===== config.mk =====
export PLATFORM = sky130hd
export DESIGN_NAME = tpim_cfg
export DESIGN_NICKNAME = d
export VERILOG_FILES = /design/src/tpim_pkg.sv /design/src/tpim_cfg.sv
export SDC_FILE = /design/constraint.sdc
export NUM_CORES = 2
export LEC_CHECK = 0
export ABC_CLOCK_PERIOD_IN_PS = 7250
export BUFFER_PORTS_ARGS = -buffer_cell sky130_fd_sc_hd__buf_2
export CORE_UTILIZATION = 55
export CTS_BUF_LIST = sky130_fd_sc_hd__clkbuf_4 sky130_fd_sc_hd__clkbuf_8
export CTS_CLUSTER_DIAMETER = 120
export DETAILED_ROUTE_END_ITERATION = 7
export PLACE_DENSITY = 0.76
export REMOVE_ABC_BUFFERS = 1
export SETUP_SLACK_MARGIN = 0.5
export SKIP_CTS_REPAIR_TIMING = 1
export SYNTH_ARGS = -nofsm -noshare
export SYNTH_HDL_FRONTEND = slang
export SYNTH_SLANG_ARGS = --single-unit

===== constraint.sdc =====
create_clock -name i_clk -period 7.25 [get_ports i_clk]
set_input_delay 0.725 -clock i_clk [delete_from_list [all_inputs] [get_ports i_clk]]
set_output_delay 0.725 -clock i_clk [all_outputs]
set_load 0.01 [all_outputs]

===== src/tpim_pkg.sv =====
// shared constants and types for the tensor permute index map
`default_nettype none
package tpim_pkg;
    localparam int DIMS           = 4;
    localparam int MAX_RANK_DEF   = 4;
    localparam int INDEX_BITS_DEF = 32;
    localparam int SIZE_W         = 16;
    localparam int RANK_W         = 3;
    localparam int AXIS_W         = 8;
    localparam int CFG_IDX_W      = 3;
    localparam int CFG_DATA_W     = 16;
    localparam int IN_W           = 32;
    localparam int OUT_W          = 32;

    typedef enum logic [CFG_IDX_W-1:0] {
        REG_RANK  = 3'd0,
        REG_SIZE0 = 3'd1,
        REG_SIZE1 = 3'd2,
        REG_SIZE2 = 3'd3,
        REG_SIZE3 = 3'd4,
        REG_AXIS  = 3'd5
    } t_reg_idx;

    function automatic int lanes_of(input int max_rank);
        lanes_of = (max_rank < DIMS) ? max_rank : DIMS;
    endfunction
endpackage
`default_nettype wire


===== src/tpim_cfg.sv =====
// configuration registers and stride derivation sequencer
`default_nettype none
module tpim_cfg import tpim_pkg::*; #(
    parameter int MAX_RANK   = MAX_RANK_DEF,
    parameter int INDEX_BITS = INDEX_BITS_DEF,
    localparam int LANES     = lanes_of(MAX_RANK),
    localparam int IW        = (LANES > 1) ? $clog2(LANES) : 1
) (
    input  wire logic                  i_clk,
    input  wire logic                  i_rst_n,
    input  wire logic                  i_cfg_we,
    input  wire logic [CFG_IDX_W-1:0]  i_cfg_addr,
    input  wire logic [CFG_DATA_W-1:0] i_cfg_data,
    output logic                       o_busy,
    output logic [LANES-1:0]           o_lane_on,
    output logic [INDEX_BITS-1:0]      o_istr [LANES],
    output logic [INDEX_BITS-1:0]      o_wsel [LANES]
);
    localparam int W = INDEX_BITS;

    typedef enum logic [1:0] {S_IDLE, S_DRV, S_SEL} t_state;

    t_state              r_state;
    logic [RANK_W-1:0]   r_rank;
    logic [SIZE_W-1:0]   r_size [DIMS];
    logic [AXIS_W-1:0]   r_axis;
    logic [IW-1:0]       r_cnt;
    logic [W-1:0]        r_iacc;
    logic [W-1:0]        r_oacc;
    logic [W-1:0]        r_istr [LANES];
    logic [W-1:0]        r_ostr [LANES];
    logic [W-1:0]        r_wsel [LANES];
    logic [LANES-1:0]    r_lane_on;
    logic [3:0]          w_used;
    logic [IW-1:0]       w_inv [LANES];
    logic [SIZE_W-1:0]   w_iext;
    logic [SIZE_W-1:0]   w_oext;

    function automatic logic [SIZE_W-1:0] extent(input logic [SIZE_W-1:0] s);
        extent = (s == '0) ? SIZE_W'(1) : s;
    endfunction

    function automatic logic [1:0] axis_at(input logic [AXIS_W-1:0] ax, input int pos);
        axis_at = ax[2*pos +: 2];
    endfunction

    always_comb begin
        w_used = {1'b0, r_rank};
        if (w_used < 4'd1) w_used = 4'd1;
        if (w_used > 4'(LANES)) w_used = 4'(LANES);
        for (int a = 0; a < LANES; a++) begin
            w_inv[a] = '0;
            for (int i = 0; i < LANES; i++) begin
                if ((4'(i) < w_used) && (4'(a) < w_used) &&
                    (axis_at(r_axis, i) == 2'(a))) begin
                    w_inv[a] = IW'(i);
                end
            end
        end
        w_iext = extent(r_size[2'(r_cnt)]);
        w_oext = extent(r_size[axis_at(r_axis, int'(r_cnt))]);
    end

    always_ff @(posedge i_clk) begin
        if (!i_rst_n) begin
            r_state   <= S_IDLE;
            r_rank    <= RANK_W'(1);
            r_axis    <= AXIS_W'(228);
            r_cnt     <= '0;
            r_iacc    <= W'(1);
            r_oacc    <= W'(1);
            r_lane_on <= LANES'(1);
            for (int d = 0; d < DIMS; d++) r_size[d] <= SIZE_W'(1);
            for (int d = 0; d < LANES; d++) begin
                r_istr[d] <= W'(1);
                r_ostr[d] <= W'(1);
                r_wsel[d] <= W'(1);
            end
        end else if (i_cfg_we) begin
            unique case (i_cfg_addr) inside
                REG_RANK: begin
                    r_rank <= i_cfg_data[RANK_W-1:0];
                end
                REG_SIZE0, REG_SIZE1, REG_SIZE2, REG_SIZE3: begin
                    r_size[2'(i_cfg_addr - REG_SIZE0)] <= i_cfg_data[SIZE_W-1:0];
                end
                REG_AXIS: begin
                    r_axis <= i_cfg_data[AXIS_W-1:0];
                end
                default: begin
                end
            endcase
            if (i_cfg_addr <= REG_AXIS) begin
                r_state <= S_DRV;
                r_cnt   <= IW'(LANES - 1);
                r_iacc  <= W'(1);
                r_oacc  <= W'(1);
            end
        end else begin
            unique case (r_state)
                S_IDLE: begin
                end
                S_DRV: begin
                    if ({{(4-IW){1'b0}}, r_cnt} < w_used) begin
                        r_istr[r_cnt] <= r_iacc;
                        r_ostr[r_cnt] <= r_oacc;
                        r_iacc        <= W'(r_iacc * w_iext);
                        r_oacc        <= W'(r_oacc * w_oext);
                    end else begin
                        r_istr[r_cnt] <= W'(1);
                        r_ostr[r_cnt] <= W'(1);
                    end
                    if (r_cnt == '0) begin
                        r_state <= S_SEL;
                    end else begin
                        r_cnt <= r_cnt - IW'(1);
                    end
                end
                S_SEL: begin
                    for (int d = 0; d < LANES; d++) begin
                        r_wsel[d]    <= r_ostr[w_inv[d]];
                        r_lane_on[d] <= (4'(d) < w_used) && (r_istr[d] != '0);
                    end
                    r_state <= S_IDLE;
                end
                default: begin
                    r_state <= S_IDLE;
                end
            endcase
        end
    end

    assign o_busy    = (r_state != S_IDLE);
    assign o_lane_on = r_lane_on;
    assign o_istr    = r_istr;
    assign o_wsel    = r_wsel;
endmodule
`default_nettype wire

# Word level (Yosys, flattened, before mapping)
# Memory sizes are Yosys's and may differ from the RTL's. A register that Yosys moved wholly into a read port is not among the register bits.
# Index checks and enable logic that the tools add are counted.
# classes
reduce_logical	52
magnitude_cmp	10
multipliers	2
bitwise_logic	6
n_mux	59
eq_ne	20
n_shift	1
addsub	2
# op_table
cell	count
$mux 32	10
$bwmux 128	1
$mux 128	1
$reduce_bool 32->1	4
$and 124x124->124	1
$not 124->124	1
$demux 32 s2	1
$mul 32x16->32	2
$mux 16	3
$mux 2	19
$logic_not 16->1	2
$reduce_or 32->1	1
$logic_and 1x1->1	23
$mux 1	21
$reduce_or 16->1	1
$eq 2x2->1 const B	7
$logic_not 2->1	5
$reduce_and 3->1	3
$eq 2x1->1 const B	4
$lt 1x4->1 const A	2
$lt 2x4->1 const A	2
$reduce_and 2->1	4
$shiftx 8x4->2	1
$eq 3x2->1 const B	2
other kinds (21)	31
# totals
n_memories	2
wordCells	165
inputBits	22
ramBits	192
output_inout_bits	261
ff_bits	211
# mem_list
name	depth	width	read_ports	rd_clocked_by_memory_dff	wr	line	source
r_ostr	4	32	4	4	4	tpim_cfg.sv:31	logic [W-1:0] r_ostr [LANES];
r_size	4	16	2	1	4	tpim_cfg.sv:25	logic [SIZE_W-1:0] r_size [DIMS];

# Longest topological paths before layout
# depth
depth_word	13
depth_mapped	31
ltp_nobuf	26

# Worst setup path before layout
# Ideal clock, no wire load.
# synth_path
kind	flip-flop to flip-flop
startpoint	register r_cnt[0]
endpoint	register r_oacc[27]
stages_incl_launch_ff	29
arrival_time_ns	7.621
setup_slack_ns	-0.488
path_buffers	5
period_less_slack_ns	7.738
setup_ns	0.117
required_ns	7.133
cell_sequence	dfxtp_1 -> buf_2 -> mux4_2 -> buf_6 -> buf_2 -> mux2i_1 -> mux2i_1 -> clkbuf_1 -> clkbuf_1 -> nand2_1 -> fa_1 -> fa_1 -> fa_1 -> inv_1 -> fa_1 -> fa_1 -> inv_1 -> fa_1 -> inv_1 -> ha_1 -> a211o_1 -> nor2_1 -> a311oi_1 -> a2bb2oi_1 -> nor2b_1 -> o21ai_0 -> a221o_1 -> a211o_1 -> a22o_1
# synth_via
elab_chain_cells	8
word_cells_on_any_way	11
cone_classes	1 x mul; 1 x order compare; 1 x shift; 4 x mux; 3 x reduce/logical; 1 x memory
# synth_lines
item	line	source
start: declaration	tpim_cfg.sv:27	logic [IW-1:0] r_cnt;
start signal: assignment	tpim_cfg.sv:95	r_cnt <= IW'(LANES - 1);
start signal: assignment	tpim_cfg.sv:116	r_cnt <= r_cnt - IW'(1);
$shiftx 8x4->2	tpim_cfg.sv:44	axis_at = ax[2*pos +: 2];
$mem_v2 4x16	n/a	
$logic_not 16->1	tpim_cfg.sv:40	extent = (s == '0) ? SIZE_W'(1) : s;
$mux 16	tpim_cfg.sv:40	
$mul 32x16->32	tpim_cfg.sv:108	r_oacc <= W'(r_oacc * w_oext);
$mux 32	tpim_cfg.sv:104	if ({{(4-IW){1'b0}}, r_cnt} < w_used) begin
$mux 32	tpim_cfg.sv:100	unique case (r_state)
$mux 32	tpim_cfg.sv:79	end else if (i_cfg_we) begin
end signal: assignment	tpim_cfg.sv:108	
end: declaration	tpim_cfg.sv:29	logic [W-1:0] r_oacc;
# Several ways; a longest one is shown, not always the timed one. The select of a mux whose other input is x is not followed.
# A chain may end at the register's enable or synchronous reset.

# Final worst setup path
# layout_path
startpoint	register r_cnt[0]
endpoint	register r_oacc[22]
# The elaborated chain is that of the path after synthesis.

==> results_dict.tcl <==
set metrics [dict create \
    grt_usage 0.322 \
    synth_top_cells_by_area "fa_1 (26%), dfxtp_1 (15%), edfxtp_1 (12%)" \
    final_cells 6663 \
    drt_iter0_drc 4075 \
    synth_top_family_by_area "adder cells" \
    avgViaCountPerCell 5.88 \
    hold_viol_final 0 \
    failed_checks "negative setup slack" \
    worst_slew_pin_slew_ps 1220 \
    final_common_cell "nand2_1" \
    power_density_nw_per_um2 167 \
    combPwrFrac 0.283 \
    cp_slowest_cell "fa_1" \
    vias 39199 \
    fmax_mhz 136 \
    dr.pass1.iters 8 \
    setup.worst_path.start_class "flip-flop" \
    mostFrequentLayoutCells "nand2_1 (922), inv_1 (681), fa_1 (595), and2_1 (422), dfxtp_1 (338)" \
    p_total_w 0.00901 \
    wl_met2_um 68000 \
    root_buffer "clkbuf_8" \
    gp_congestion 0.954 \
    setup_tns_ps -174 \
    die_area_sq_um 85500 \
    drc 0 \
    status "finished, violations left" \
    die_w_um 292 \
    synth-edff-count 192 \
    hold_path_class "input pin to flip-flop" \
    rows 106 \
    wl_met3_um 15100 \
    drive_gt1_frac 0.169 \
    synthArstFlopShare 0 \
    synth_xor_area_frac 0.0182 \
    seq_area_frac_synth 0.271 \
    fin_area_sq_um 53800 \
    period_share 1.01 \
    ys_ff_latch 533 \
    synth-main-ff-cell "dfxtp_1" \
    critPathMaxStageDelay_ps 540 \
    synth.cell_area_sq_um 46400 \
    wirelength_um 143000 \
    final-setup-viol-count 4 \
    reg2reg_depth 27 \
    maxSlewHeadroom 0.185 \
    dp_cells 6415 \
    synth-adder-area-share 0.300 \
    cts_num_sinks 533 \
    synth_top_area_share 0.262 \
    synth.distinct_cells 65 \
    crit_fanout 8 \
    peakVddDrop_mv 0.136 \
    synth_warnings 0 \
    cts_buffers 92 \
    place_area_sq_um 49800 \
    final_nets 6269 \
    hp-start "i_cfg_data[12]" \
    antenna_found_initial 8 \
    path_clk_slew_ps 60 \
    synth.largest_area_cell "fa_1" \
    seqPwrFrac 0.364 \
    top_layer_used "met4" \
    clock_power_share 0.353 \
    setup.worst_path.start "r_cnt[0]" \
    syn_inst 5200 \
    synthToLayoutAreaGrowth_pct 16.0 \
    grt-ovfl-total 0 \
    period_needed_ps 7330 \
    crit_type "flip-flop to flip-flop" \
    io_buffers 282 \
    muxShareOfSynthArea 0.0343 \
    fillers 6618 \
    p_leak_nw 23.2 \
    clk_latency_ps 770 \
    die_y_um 292 \
    cp.required_ps 7890 \
    max-clock-path-buffers 3 \
    clock_skew_ps 60.8 \
    syn_avg_cell_area_sq_um 8.92 \
    drt.antenna.violating_nets 0 \
    synth-simple-area-share 0.190 \
    grt_pass1_vias 38683 \
    io_pins 283 \
    reg2reg_from "r_cnt[0]" \
    met1Wirelength_um 52600 \
    p_sw_frac 0.329 \
    dp_hpwl_um 99400 \
    grt_max_degree 110 \
    hold_ws_ps 318 \
    hold_path_depth 2 \
    grt_pass1_wl_um 215000 \
    cp.arrival_ps 7970 \
    coreArea_sq_um 83600 \
    p_sw_w 0.00296 \
    cp-end-kind "flip-flop" \
    cts_max_level 3 \
    p_int_w 0.00605 \
    setup_slack_ps -84.2 \
    drv_slew 0 \
    cts_tree "yes" \
    start_util 0.555 \
    grt_setup_unrepaired "yes" \
    crit_top_cell "fa_1" \
    routedWlPerCell_um 21.4 \
    cap_violations 0 \
    synth_compound_area_frac 0.0995 \
]
## kinds of logic after synthesis
logic type | count (synthesis)
and+or+nand+nor | 1884
buffers and inverters | 1068
adders and majority gates | 747
AOI/OAI and AO/OA | 738
DFF | 533
muxes | 135
xor gates and xnor gates | 95
## power by group through the flow
| stage | registers, W | clock network, W | logic, W |
|---|---|---|---|
| floorplan | 0.00331 | 0 | 0.00128 |
| global placement | 0.00332 | 0 | 0.00210 |
| detailed placement | 0.00332 | 0 | 0.00214 |
| CTS | 0.00326 | 0.00321 | 0.00217 |
| global route | 0.00328 | 0.00333 | 0.00277 |
| finish | 0.00328 | 0.00318 | 0.00255 |
## through the flow
| stage | setup slack, ps | utilization |
|---|---|---|
| 3_5_place_dp | -294 | 0.596 |
| 6_report | -84.2 | 0.644 |
| 2_1_floorplan | -1040 | - |
| 5_1_grt | -264 | 0.644 |
| 4_1_cts | -282 | 0.622 |
| 3_3_place_gp | -195 | 0.596 |
## worst paths after layout
check,end,slack (ps)
setup / recovery,r_oacc[22],-80
hold / removal,r_size[1][12],320
setup reg to reg,r_oacc[22],-80
hold reg to reg,o_wsel[121],450
## synthesized netlist by cell type (5+ instances only)
cell type and instances:
a211oi_1 164, a21o_1 14, a21oi_1 276, a31oi_1 11, and2_1 431, and3_1 37, buf_1 21, buf_2 5
clkbuf_1 345, dfxtp_1 341, edfxtp_1 192, fa_1 608, ha_1 139, inv_1 693, mux2i_1 116, mux4_2 19
nand2_1 934, nand2b_1 18, nand3_1 56, nand3b_1 5, nand4_1 11, nor2_1 205, nor2b_1 41, nor3_1 76
nor4_1 40, o211ai_1 70, o21a_1 9, o21ai_0 56, o21bai_1 5, o22ai_1 95, o31ai_1 6, or3_1 12
or4_1 6, xnor2_1 67, xor2_1 27
## sequential cells by signal (all words and copies together) (netlist names), named ones only
name / flops
o_istr: 128
o_lane_on: 4
o_wsel: 128
r_axis: 8
r_cnt: 2
r_iacc: 32
r_oacc: 32
r_ostr: 128
r_rank: 3
r_size: 64
r_state: 2
## metal layers
layer / track usage / vias to the layer above
met1: 0.413 / 19332
met3: 0.0621 / 413
met4: 0.152 / 0
met2: 0.527 / 2181
li1: - / 17273
met5: 0 / -
## layout make-up
type                    count  area [sq um]  area share
flip-flops and latches    533         12600       0.234
clock buffers             137          1720      0.0319
well taps                1080          1350      0.0251
repair buffers            576          4180      0.0777
inverters                 694          2610      0.0485
multi-input cells        3603         30900       0.574
clock inverters            33           434     0.00807
diodes                      7          17.5    0.000325
## critical path, delay by kind of cell, from the launching register on
kind,cells,cell delay (ps)
AO/OA/AOI/OAI,3,880
XOR/XNOR,1,130
adder cells (fa/ha/maj),7,3180
buffers and inverters,9,1230
flip-flops,1,360
multiplexers,3,1020
AND/OR/NAND/NOR,4,430
Power figures use the tool's default switching activity.
