--- src/tpim_pkg.sv ---
// shared constants and types for the tensor permute index map
`default_nettype none
package tpim_pkg;
    localparam int DIMS           = 4;
    localparam int MAX_RANK_DEF   = 4;
    localparam int INDEX_BITS_DEF = 32;
    localparam int SIZE_W         = 16;
    localparam int RANK_W         = 3;
    localparam int AXIS_W         = 8;
    localparam int CFG_IDX_W      = 3;
    localparam int CFG_DATA_W     = 16;
    localparam int IN_W           = 32;
    localparam int OUT_W          = 32;

    typedef enum logic [CFG_IDX_W-1:0] {
        REG_RANK  = 3'd0,
        REG_SIZE0 = 3'd1,
        REG_SIZE1 = 3'd2,
        REG_SIZE2 = 3'd3,
        REG_SIZE3 = 3'd4,
        REG_AXIS  = 3'd5
    } t_reg_idx;

    function automatic int lanes_of(input int max_rank);
        lanes_of = (max_rank < DIMS) ? max_rank : DIMS;
    endfunction
endpackage
`default_nettype wire

--- src/tpim_cell.sv ---
// one restoring division step that also accumulates the scaled quotient bit
`default_nettype none
module tpim_cell import tpim_pkg::*; #(
    parameter int W     = INDEX_BITS_DEF,
    parameter int SHIFT = 0
) (
    input  wire logic         i_clk,
    input  wire logic         i_rst_n,
    input  wire logic         i_advance,
    input  wire logic         i_active,
    input  wire logic [W-1:0] i_divisor,
    input  wire logic [W-1:0] i_weight,
    input  wire logic         i_valid,
    input  wire logic [W-1:0] i_rem,
    input  wire logic [W-1:0] i_acc,
    output logic              o_valid,
    output logic [W-1:0]      o_rem,
    output logic [W-1:0]      o_acc
);
    logic         r_valid;
    logic [W-1:0] r_rem;
    logic [W-1:0] r_acc;
    logic         w_take;
    logic [W-1:0] n_rem;
    logic [W-1:0] n_acc;

    always_comb begin
        w_take = i_active && ((i_rem >> SHIFT) >= i_divisor);
        n_rem  = w_take ? (i_rem - (i_divisor << SHIFT)) : i_rem;
        n_acc  = w_take ? (i_acc + (i_weight << SHIFT)) : i_acc;
    end

    always_ff @(posedge i_clk) begin
        if (!i_rst_n) begin
            r_valid <= 1'b0;
        end else if (i_advance) begin
            r_valid <= i_valid;
        end
    end

    always_ff @(posedge i_clk) begin
        if (i_advance) begin
            r_rem <= n_rem;
            r_acc <= n_acc;
        end
    end

    assign o_valid = r_valid;
    assign o_rem   = r_rem;
    assign o_acc   = r_acc;
endmodule
`default_nettype wire

--- config.mk ---
export PLATFORM = sky130hd
export DESIGN_NAME = tpim_cell
export DESIGN_NICKNAME = d
export VERILOG_FILES = /design/src/tpim_pkg.sv /design/src/tpim_cell.sv
export SDC_FILE = /design/constraint.sdc
export NUM_CORES = 1
export LEC_CHECK = 0
export ABC_CLOCK_PERIOD_IN_PS = 6950
export BUFFER_PORTS_ARGS = -buffer_cell sky130_fd_sc_hd__buf_2
export CAP_MARGIN = 20
export CELL_PAD_IN_SITES_DETAIL_PLACEMENT = 0
export CELL_PAD_IN_SITES_GLOBAL_PLACEMENT = 1
export CORE_MARGIN = 2
export CORE_UTILIZATION = 43
export CTS_BUF_LIST = sky130_fd_sc_hd__clkbuf_4 sky130_fd_sc_hd__clkbuf_8 sky130_fd_sc_hd__clkbuf_16
export DETAILED_ROUTE_END_ITERATION = 8
export PLACE_DENSITY = 0.92
export SYNTH_ARGS = -nofsm -noshare
export SYNTH_HDL_FRONTEND = slang
export SYNTH_SLANG_ARGS = --single-unit
--- constraint.sdc ---
create_clock -name i_clk -period 6.95 [get_ports i_clk]
set_input_delay 0 -clock i_clk [delete_from_list [all_inputs] [get_ports i_clk]]
set_output_delay 0 -clock i_clk [all_outputs]
set_load 0.01 [all_outputs]
### Word-level counts from Yosys, hierarchy flattened

Cells that the tools add are included.

| word-level totals | value |
|---|---|
| bits in registers | 65 |
| input port bits | 133 |
| output and inout bits | 65 |
| word-level logic and storage cells | 9 |

| operators by class | value |
|---|---|
| add/subtract/negate cells | 2 |
| magnitude comparators | 1 |
| multiplexer cells | 2 |
| reductions and logical operators | 1 |

Operators by type and width:

| cell | count |
|---|---|
| $mux W32 | 2 |
| $add A32 B32 Y32 | 1 |
| $ge A32 B32 Y1 | 1 |
| $sub A32 B32 Y32 | 1 |
| $logic_and A1 B1 Y1 | 1 |

### Longest topological paths before layout

Gate-level depths: netlist of run 1.

| depth | value |
|---|---|
| depth after elaboration | 3 |
| depth in mapped cells | 13 |
| gate-level depth less buffers | 12 |

### Worst setup path before layout of run 1

OpenSTA, ideal clock, no wires.

| timing | value |
|---|---|
| kind | input port to flip-flop |
| start | input i_rem[0] |
| end | register r_rem[28], in the netlist o_rem[28] (data pin) |
| slack | 4485 ps |
| library setup time | 260 ps |
| data required time | 6690 ps |
| data arrival time | 2205 ps |
| cell stages on the path | 12 |
| path buffers | 0 |
| path through | inv_1 > ha_1 > fa_1 > nor2b_4 > o31a_4 > o21ai_4 > o22ai_4 > a21oi_1 > o41ai_1 > a21boi_0 > xnor2_1 > mux2_4 |

| between the ends | value |
|---|---|
| cells in the longest elaborated chain, start to end | 3 |
| elaborated cells on any way between the ends | 4 |
| those cells by class | add/sub (1); order compare (1); mux (1); reduce/logical (1) |

Ends and longest elaborated chain:

| item | line | source |
|---|---|---|
| start: declaration | tpim_cell.sv:14 | `input wire logic [W-1:0] i_rem,` |
| $ge A32 B32 Y1 | tpim_cell.sv:28 | `w_take = i_active && ((i_rem >> SHIFT) >= i_divisor);` |
| $logic_and A1 B1 Y1 | tpim_cell.sv:28 |  |
| $mux W32 * | tpim_cell.sv:29 | `n_rem = w_take ? (i_rem - (i_divisor << SHIFT)) : i_rem;` |
| named net n_rem[28] | tpim_cell.sv:24 | `logic [W-1:0] n_rem;` |
| end signal: assignment | tpim_cell.sv:43 | `r_rem <= n_rem;` |
| end: declaration | tpim_cell.sv:21 | `logic [W-1:0] r_rem;` |

The timed path passes the listed nets; every way through them passes the cells marked *.
A chain may end at the register's enable or synchronous reset.

### Worst setup path after layout of run 1

| timing | value |
|---|---|
| start | input i_rem[10] |
| end | register r_acc[31], in the netlist o_acc[31] (data pin) |

| between the ends | value |
|---|---|
| cells in the longest elaborated chain, start to end | 3 |

Ends and longest elaborated chain:

| item | line | source |
|---|---|---|
| $ge A32 B32 Y1 | tpim_cell.sv:28 |  |
| $logic_and A1 B1 Y1 | tpim_cell.sv:28 |  |
| $mux W32 | tpim_cell.sv:30 | `n_acc = w_take ? (i_acc + (i_weight << SHIFT)) : i_acc;` |
| named net n_acc[31] | tpim_cell.sv:25 | `logic [W-1:0] n_acc;` |
| end signal: assignment | tpim_cell.sv:44 | `r_acc <= n_acc;` |
| end: declaration | tpim_cell.sv:22 | `logic [W-1:0] r_acc;` |

The timed path passes the listed nets, and every way through them passes these cells.

==> impl_metrics.env, run 1 <==
export IMPL_outcome="completed"
export IMPL_setup_violations=0
export IMPL_h_tree_depth=3
export IMPL_grt_pass1_vias=5958
export IMPL_row_count=45
export IMPL_yosys_top_cells_area="edfxtp_1, ha_1, mux2_4, xnor2_1, a21oi_1"
export IMPL_swShare_pct=31.8
export IMPL_intPower_mw=1.06
export IMPL_relSlewSlack_pct=37.8
export IMPL_arrival_ns=4.13
export IMPL_cts_root_buffer="clkbuf_16"
export IMPL_worstSetupStartpointType="primary input"
export IMPL_hold_viol_final=0
export IMPL_slew_viol_final=0
export IMPL_syn_area_sq_um=6560
export IMPL_syn_inst=664
export IMPL_fin_crit_sh_pct=58.2
export IMPL_initial_core_util_pct=43.7
export IMPL_ys_seq_elements=65
export IMPL_routed_via_count=5900
export IMPL_ys_warn_count=0
export IMPL_crit_fanout=38
export IMPL_maxCapViolCount=0
export IMPL_ys_seq_area_share_pct=29.6
export IMPL_finalPower_mw=1.56
export IMPL_post_dp_hpwl_microns=12800
export IMPL_dieArea_sq_um=16300
export IMPL_wl_per_cell_microns=15.7
export IMPL_syn_nets=862
export IMPL_ioPinCount=198
export IMPL_place_congestion=0.877
export IMPL_hold_class="in2reg"
export IMPL_synth_edf_count=64
export IMPL_rsz0062_at_grt="no"
export IMPL_utilization_pct=56.8
export IMPL_die_h_microns=128
export IMPL_worst_pin_slew_ns=0.933
export IMPL_fin_skew_ns=0
export IMPL_fp_coreArea_sq_um=15000
export IMPL_ir_drop_mv=0.115
export IMPL_cts_tree="yes"
export IMPL_final_layout_size_suffix_gt1_share_pct=31.3
export IMPL_grt_max_degree=66
export IMPL_drc=0
export IMPL_grt_ovfl_total=0
export IMPL_syn_area_per_cell_sq_um=9.89
export IMPL_hold_ws_ns=0.0308
export IMPL_max_freq_mhz=247
export IMPL_pwr_share_comb_pct=38.2
export IMPL_clockBufferDepth=2
export IMPL_powerDensity_nw_per_um2=182
export IMPL_yosys_area_top_type_share_pct=29.3
export IMPL_required_ns=7.04
export IMPL_nets=1110
export IMPL_firstDrtPassIters=5
export IMPL_holdBufCountCts=55
export IMPL_dp_slack_ns=3.15
export IMPL_syn2layout_area_growth_pct=30.1
export IMPL_die_w_microns=128
export IMPL_routed_via_density=5.34
export IMPL_synth_cell_types=67
export IMPL_async_flop_share_pct=0
export IMPL_drtIter0Drc=394
export IMPL_pwr_share_seq_pct=32.0
export IMPL_fin_ws_ns=2.91
export IMPL_cts_setup_buffers=0
export IMPL_period_needed_ns=4.04
export IMPL_diodes=0
export IMPL_p_leak_nw=4.01
export IMPL_end_kind="flop"
export IMPL_track_usage_pct=21.5
export IMPL_crit_type="in2reg"
export IMPL_clock_sinks=65
export IMPL_cts_clk_slew_worst_paths_ns=0.06
export IMPL_ant_nets=0
export IMPL_antenna_found_initial=1
export IMPL_power_switching_mw=0.495
export IMPL_setup_tns_ns=0
export IMPL_pwr_share_clk_pct=29.8
export IMPL_synth_top_cell_by_area="edfxtp_1"
export IMPL_drt_total_wl_microns=17400
export IMPL_synth_top_flop_cell="edfxtp_1"
export IMPL_numCtsBuffers=9
export IMPL_port_buffers=197
export IMPL_cts_resized_gates=0
export IMPL_clk_latency_ns=0.33
export IMPL_grt_pass1_wl_microns=28100
## registers in the layout, indices dropped and copies added (netlist names)
| signal | count |
|---|---|
| o_valid | 1 |
| o_rem | 32 |
| o_acc | 32 |
## synth_stat cells (all sizes together), types with 3 or more instances
library cell and count:
edfxtp 64, a21oi 63, ha 63, inv 56
mux2 52, nor2 40, xnor2 38, nand2 36
a21o 32, o21ai 31, nand3 21, xor2 15
o21a 11, buf 9, clkbuf 9, nor2b 9
o211ai 9, o21bai 9, a211oi 8, a31oi 8
and3 7, nand4 7, mux2i 6, nand2b 6
and2 5, a21boi 4, nor3 4, o2111ai 4
o22ai 3, o31ai 3, o41ai 3, or3b 3
## per-layer routing
metal  global-route usage (%)  up-vias  wire [microns]
met3                     4.73       30            1110
met1                     28.3     2695            7930
li1                         -     2970               -
met2                     34.5      203            7950
met4                     8.53        2             397
met5                        0        -              15
## through the flow
| stage | cells | cell area (sq um) |
|---|---|---|
| 4_1_cts | 1105 | 8540 |
| 3_5_place_dp | 1034 | 7700 |
| 2_1_floorplan | 664 | 6560 |
| 6_report | 1105 | 8540 |
| 3_3_place_gp | 1034 | 7700 |
| 5_1_grt | 1105 | 8540 |
## cell type report
cell class | count | area [sq um]
fillers | 1340 | 6490
multi-input cells | 525 | 4300
flip-flops and latches | 65 | 1940
repair buffers | 255 | 1560
clock buffers | 12 | 248
well taps | 188 | 235
inverters | 56 | 210
clock inverters | 4 | 43.8
## worst paths after layout
| path | cells past startpoint | to | startpoint | slack [ns] |
|---|---|---|---|---|
| worst max-delay path | 13 | o_acc[31] | i_rem[10] | 2.91 |
| worst min register to register | 3 | o_valid | o_valid | 1.10 |
| worst max register to register | 3 | o_valid | o_valid | 5.76 |
| worst min-delay path | 3 | o_rem[29] | i_rem[29] | 0.03 |
## power by group through the flow
stage                     Sequential, mW  Clock, mW  Combinational, mW
final                              0.498      0.464              0.596
after global routing               0.502      0.493              0.656
after CTS                          0.498      0.474              0.594
after detailed placement           0.505          0              0.567
after global placement             0.504          0              0.561
after floorplan                    0.530          0              0.379
## cell families (layout without fill, tap and decap cells)
group	after synthesis	count (layout)	synth area share (%)
compound gates	205	205	22.1
xor+xnor	53	53	7.07
fa+ha+maj	65	65	12.6
buf+inv	74	327	5.01
flops	65	65	29.6
mux	58	58	12.8
simple gates	144	144	10.8
## critical path: stages
cell and delay [ns]:
dlygate4sd3_1 0.54, buf_2 0.14, ha_1 0.36, and2_1 0.25, nand3_1 0.18, nor4_1 0.52, o31ai_1 0.18, a41oi_4 0.30
buf_4 0.59, buf_4 0.63, nand2_1 0.12, mux2i_1 0.18, xor2_1 0.09
## placed cells by master (no fill, tap or decap), drive strengths merged, types with 8 or more instances in the layout
master,Yosys,layout
xnor2,38,38
a31oi,8,8
edfxtp,64,64
mux2,52,52
o21a,11,11
xor2,15,15
nor2,40,40
clkbuf,9,12
o21ai,31,31
o211ai,9,9
nand3,21,21
a21o,32,32
nand2,36,36
buf,9,200
nor2b,9,9
inv,56,56
a21oi,63,63
dlygate4sd3,0,55
a211oi,8,8
o21bai,9,9
ha,63,63
(Power assumes the default switching activity.)
==> run 2: changes to the inputs <==
--- a/config.mk
+++ b/config.mk
@@ -5,16 +5,17 @@
 export SDC_FILE = /design/constraint.sdc
 export NUM_CORES = 1
 export LEC_CHECK = 0
-export ABC_CLOCK_PERIOD_IN_PS = 6950
+export ABC_AREA = 1
+export ABC_CLOCK_PERIOD_IN_PS = 3500
 export BUFFER_PORTS_ARGS = -buffer_cell sky130_fd_sc_hd__buf_2
 export CAP_MARGIN = 20
 export CELL_PAD_IN_SITES_DETAIL_PLACEMENT = 0
 export CELL_PAD_IN_SITES_GLOBAL_PLACEMENT = 1
 export CORE_MARGIN = 2
-export CORE_UTILIZATION = 43
+export CORE_UTILIZATION = 34
 export CTS_BUF_LIST = sky130_fd_sc_hd__clkbuf_4 sky130_fd_sc_hd__clkbuf_8 sky130_fd_sc_hd__clkbuf_16
 export DETAILED_ROUTE_END_ITERATION = 8
-export PLACE_DENSITY = 0.92
+export PLACE_DENSITY = 0.84
 export SYNTH_ARGS = -nofsm -noshare
 export SYNTH_HDL_FRONTEND = slang
 export SYNTH_SLANG_ARGS = --single-unit
==> constraint.sdc (replaced) <==
create_clock -name i_clk -period 3.5 [get_ports i_clk]
set_input_delay 0 -clock i_clk [delete_from_list [all_inputs] [get_ports i_clk]]
set_output_delay 0 -clock i_clk [all_outputs]
set_load 0.01 [all_outputs]
==> run 2 against run 1 <==
Net effect: clock power rose by 120%; sequential share of layout area fell by 4.1 points; combinational power rose by 120%; hold slack improved by 0.057 ns; setup slack got worse by 2.3 ns; cell area rose by 22%; via count rose by 51%; count of clock-buffer cells in the layout rose by 1.
==> impl_metrics.env, run 2 <==
export IMPL_outcome="completed"
export IMPL_clock_sinks=65
export IMPL_placed_cell_area_sq_um=9430
export IMPL_cts_root_buffer="clkbuf_16"
export IMPL_setup_violations=0
export IMPL_cts_tree="yes"
export IMPL_track_usage_pct=21.0
export IMPL_crit_type="in2reg"
export IMPL_intPower_mw=2.12
export IMPL_synthTopCellsByCount="nand2_1, inv_1, nor2_1"
export IMPL_grt_pass1_wl_microns=42700
export IMPL_async_flop_share_pct=0
export IMPL_pwr_share_clk_pct=30.8
export IMPL_synth_most_common_cell="nand2_1"
export IMPL_setup_tns_ns=0
export IMPL_worst_pin_slew_ns=0.900
export IMPL_finalPower_mw=3.35
export IMPL_routed_via_density=4.51
export IMPL_post_dp_hpwl_microns=21100
export IMPL_dieArea_sq_um=25200
export IMPL_layout_common_cells="nand2_1, inv_1, buf_2, nor2_1, nand3_1"
export IMPL_nFillCells=2598
export IMPL_period_needed_ns=2.90
export IMPL_ioPinCount=198
export IMPL_nets=1854
export IMPL_syn_nets=1595
export IMPL_syn_inst=1397
export IMPL_synth_cell_types=35
export IMPL_drt_total_wl_microns=26600
export IMPL_synth_top_cell_by_area="nand2_1"
export IMPL_worstSetupStartpointType="primary input"
export IMPL_fp_coreArea_sq_um=23500
export IMPL_fin_skew_ns=0
export IMPL_synth_top_flop_cell="edfxtp_1"
export IMPL_power_switching_mw=1.22
export IMPL_antenna_found_initial=1
export IMPL_syn_area_per_cell_sq_um=5.84
export IMPL_grt_max_degree=67
export IMPL_syn2layout_area_growth_pct=27.7
export IMPL_r2r_slack_ns=2.25
export IMPL_reg2reg_depth=3
export IMPL_place_congestion=0.902
export IMPL_cts_setup_buffers=0
export IMPL_powerDensity_nw_per_um2=322
export IMPL_grt_pass1_vias=8823
export IMPL_initial_core_util_pct=34.6
export IMPL_final_cells=1981
export IMPL_arrival_ns=2.99
export IMPL_ir_drop_mv=0.189
export IMPL_numCtsBuffers=9
export IMPL_pwr_share_seq_pct=29.6
export IMPL_clk_latency_ns=0.35
export IMPL_final_layout_size_suffix_gt1_share_pct=14.4
export IMPL_ys_warn_count=0
export IMPL_relSlewSlack_pct=40.0
export IMPL_r2r_end="o_valid"
export IMPL_end_kind="flop"
export IMPL_p_leak_nw=6.23
export IMPL_r2r_start="o_valid"
export IMPL_dpl_cell_count=1898
export IMPL_final_area_sq_um=10400
export IMPL_drc=0
export IMPL_slew_viol_final=0
export IMPL_maxCapViolCount=0
export IMPL_crit_fanout=64
export IMPL_ys_seq_area_share_pct=23.8
export IMPL_required_ns=3.59
export IMPL_h_tree_depth=3
export IMPL_rsz0062_at_grt="no"
export IMPL_firstDrtPassIters=7
export IMPL_hold_class="in2reg"
export IMPL_pwr_share_comb_pct=39.5
export IMPL_yosys_top_cells_area="nand2_1, edfxtp_1, inv_1, ha_1, nand3_1"
export IMPL_die_w_microns=159
export IMPL_row_count=56
export IMPL_grt_ovfl_total=0
export IMPL_utilization_pct=44.2
export IMPL_critPathLaunch="i_rem[0]"
export IMPL_drtIter0Drc=404
export IMPL_layout_commonest_cell="nand2_1"
export IMPL_ys_seq_elements=65
export IMPL_hold_viol_final=0
export IMPL_fin_crit_sh_pct=83.0
export IMPL_die_h_microns=159
export IMPL_swShare_pct=36.6
export IMPL_clockBufferDepth=2
export IMPL_routed_via_count=8927
export IMPL_ant_nets=0
export IMPL_synth_edf_count=64
export IMPL_cts_clk_slew_worst_paths_ns=0.06
export IMPL_max_freq_mhz=344
export IMPL_yosys_area_top_type_share_pct=29.8
export IMPL_wl_per_cell_microns=13.4
export IMPL_port_buffers=197
export IMPL_crit_end="o_acc[20]"
export IMPL_syn_area_sq_um=8150
-- run 2: cell count changes in the layout (fill, tap and decap cells not counted), moves of 13 or more --
cell / change
nand2_1: +612
inv_1: +228
nand3_1: +64
mux2_4: -52
nor2_1: +47
xnor2_1: -36
a21o_1: -32
a21oi_1: -26
o21ai_0: -19
xor2_1: +13
-- run 2: timing repair --
action	4_1_cts	5_1_grt
resized for setup	0	0
hold endpoints to repair	65	0
hold buffers	66	0
-- run 2: stage by stage --
stage / hold WS [ns] / setup slack (ns)
floorplan: 0.0935 / 1.68
global placement: 0.233 / 0.850
detailed placement: 0.258 / 0.776
CTS: 0.0712 / 0.596
global route: 0.129 / 0.310
finish: 0.0875 / 0.597
-- run 2: critical path, cell delays in order --
cell	delay [ns]
dlygate4sd3_1	0.52
buf_2	0.11
inv_1	0.04
ha_1	0.20
fa_1	0.41
inv_1	0.11
nand2_1	0.05
nand2_1	0.09
nand3_2	0.07
nand2_2	0.11
nand2_2	0.07
nand3_2	0.07
nand2_4	0.07
nand2_4	0.40
nand2_8	0.42
nand2_1	0.16
nand2_1	0.06
-- run 2: cell families (layout without fill, tap and decap cells) --
kind of cell / after synthesis / in the layout / share of synthesized area [%]
and+or+nand+nor: 880 / 880 / 44.4
buffers and inverters: 308 / 572 / 15.0
adders and majority gates: 65 / 65 / 10.2
DFF: 65 / 65 / 23.8
AOI/OAI and AO/OA: 49 / 49 / 3.41
xor gates and xnor gates: 30 / 30 / 3.22
other: 0 / 1 / 0
-- run 2: layout make-up --
class	count	area, sq um	area share, %
antenna	1	2.50	0.0240
clock buffer	13	255	2.45
clock inverter	3	65.1	0.625
inverter	291	1090	10.5
multi-input combinational	1024	4990	48.0
sequential	65	1940	18.7
tap	319	399	3.83
timing repair buffer	265	1660	16.0
-- run 2: routing by layer --
metal	GRT usage, %	wire (microns)
met1	25.0	11800
met2	39.1	13200
met3	2.56	917
met4	6.65	646
met5	0	0
-- run 2: how the worst min path moves through the flow --
stage	depth (start not counted)	from	endpoint	slack (ns)
after floorplan	1	i_advance	o_valid	0.09
after global placement	3	i_valid	o_valid	0.23
after detailed placement	3	i_rst_n	o_valid	0.26
after CTS	4	i_weight[0]	o_acc[0]	0.07
after global routing	4	i_weight[0]	o_acc[0]	0.13
final	4	i_weight[0]	o_acc[0]	0.09
-- run 2: power by group through the flow --
stage,logic (mW),clock network (mW),registers [mW]
finish,1.32,1.03,0.993
detailed placement,1.27,0,1.01
CTS,1.33,1.06,0.993
floorplan,0.807,0,1.06
global route,1.50,1.09,1.00
global placement,1.26,0,1.01
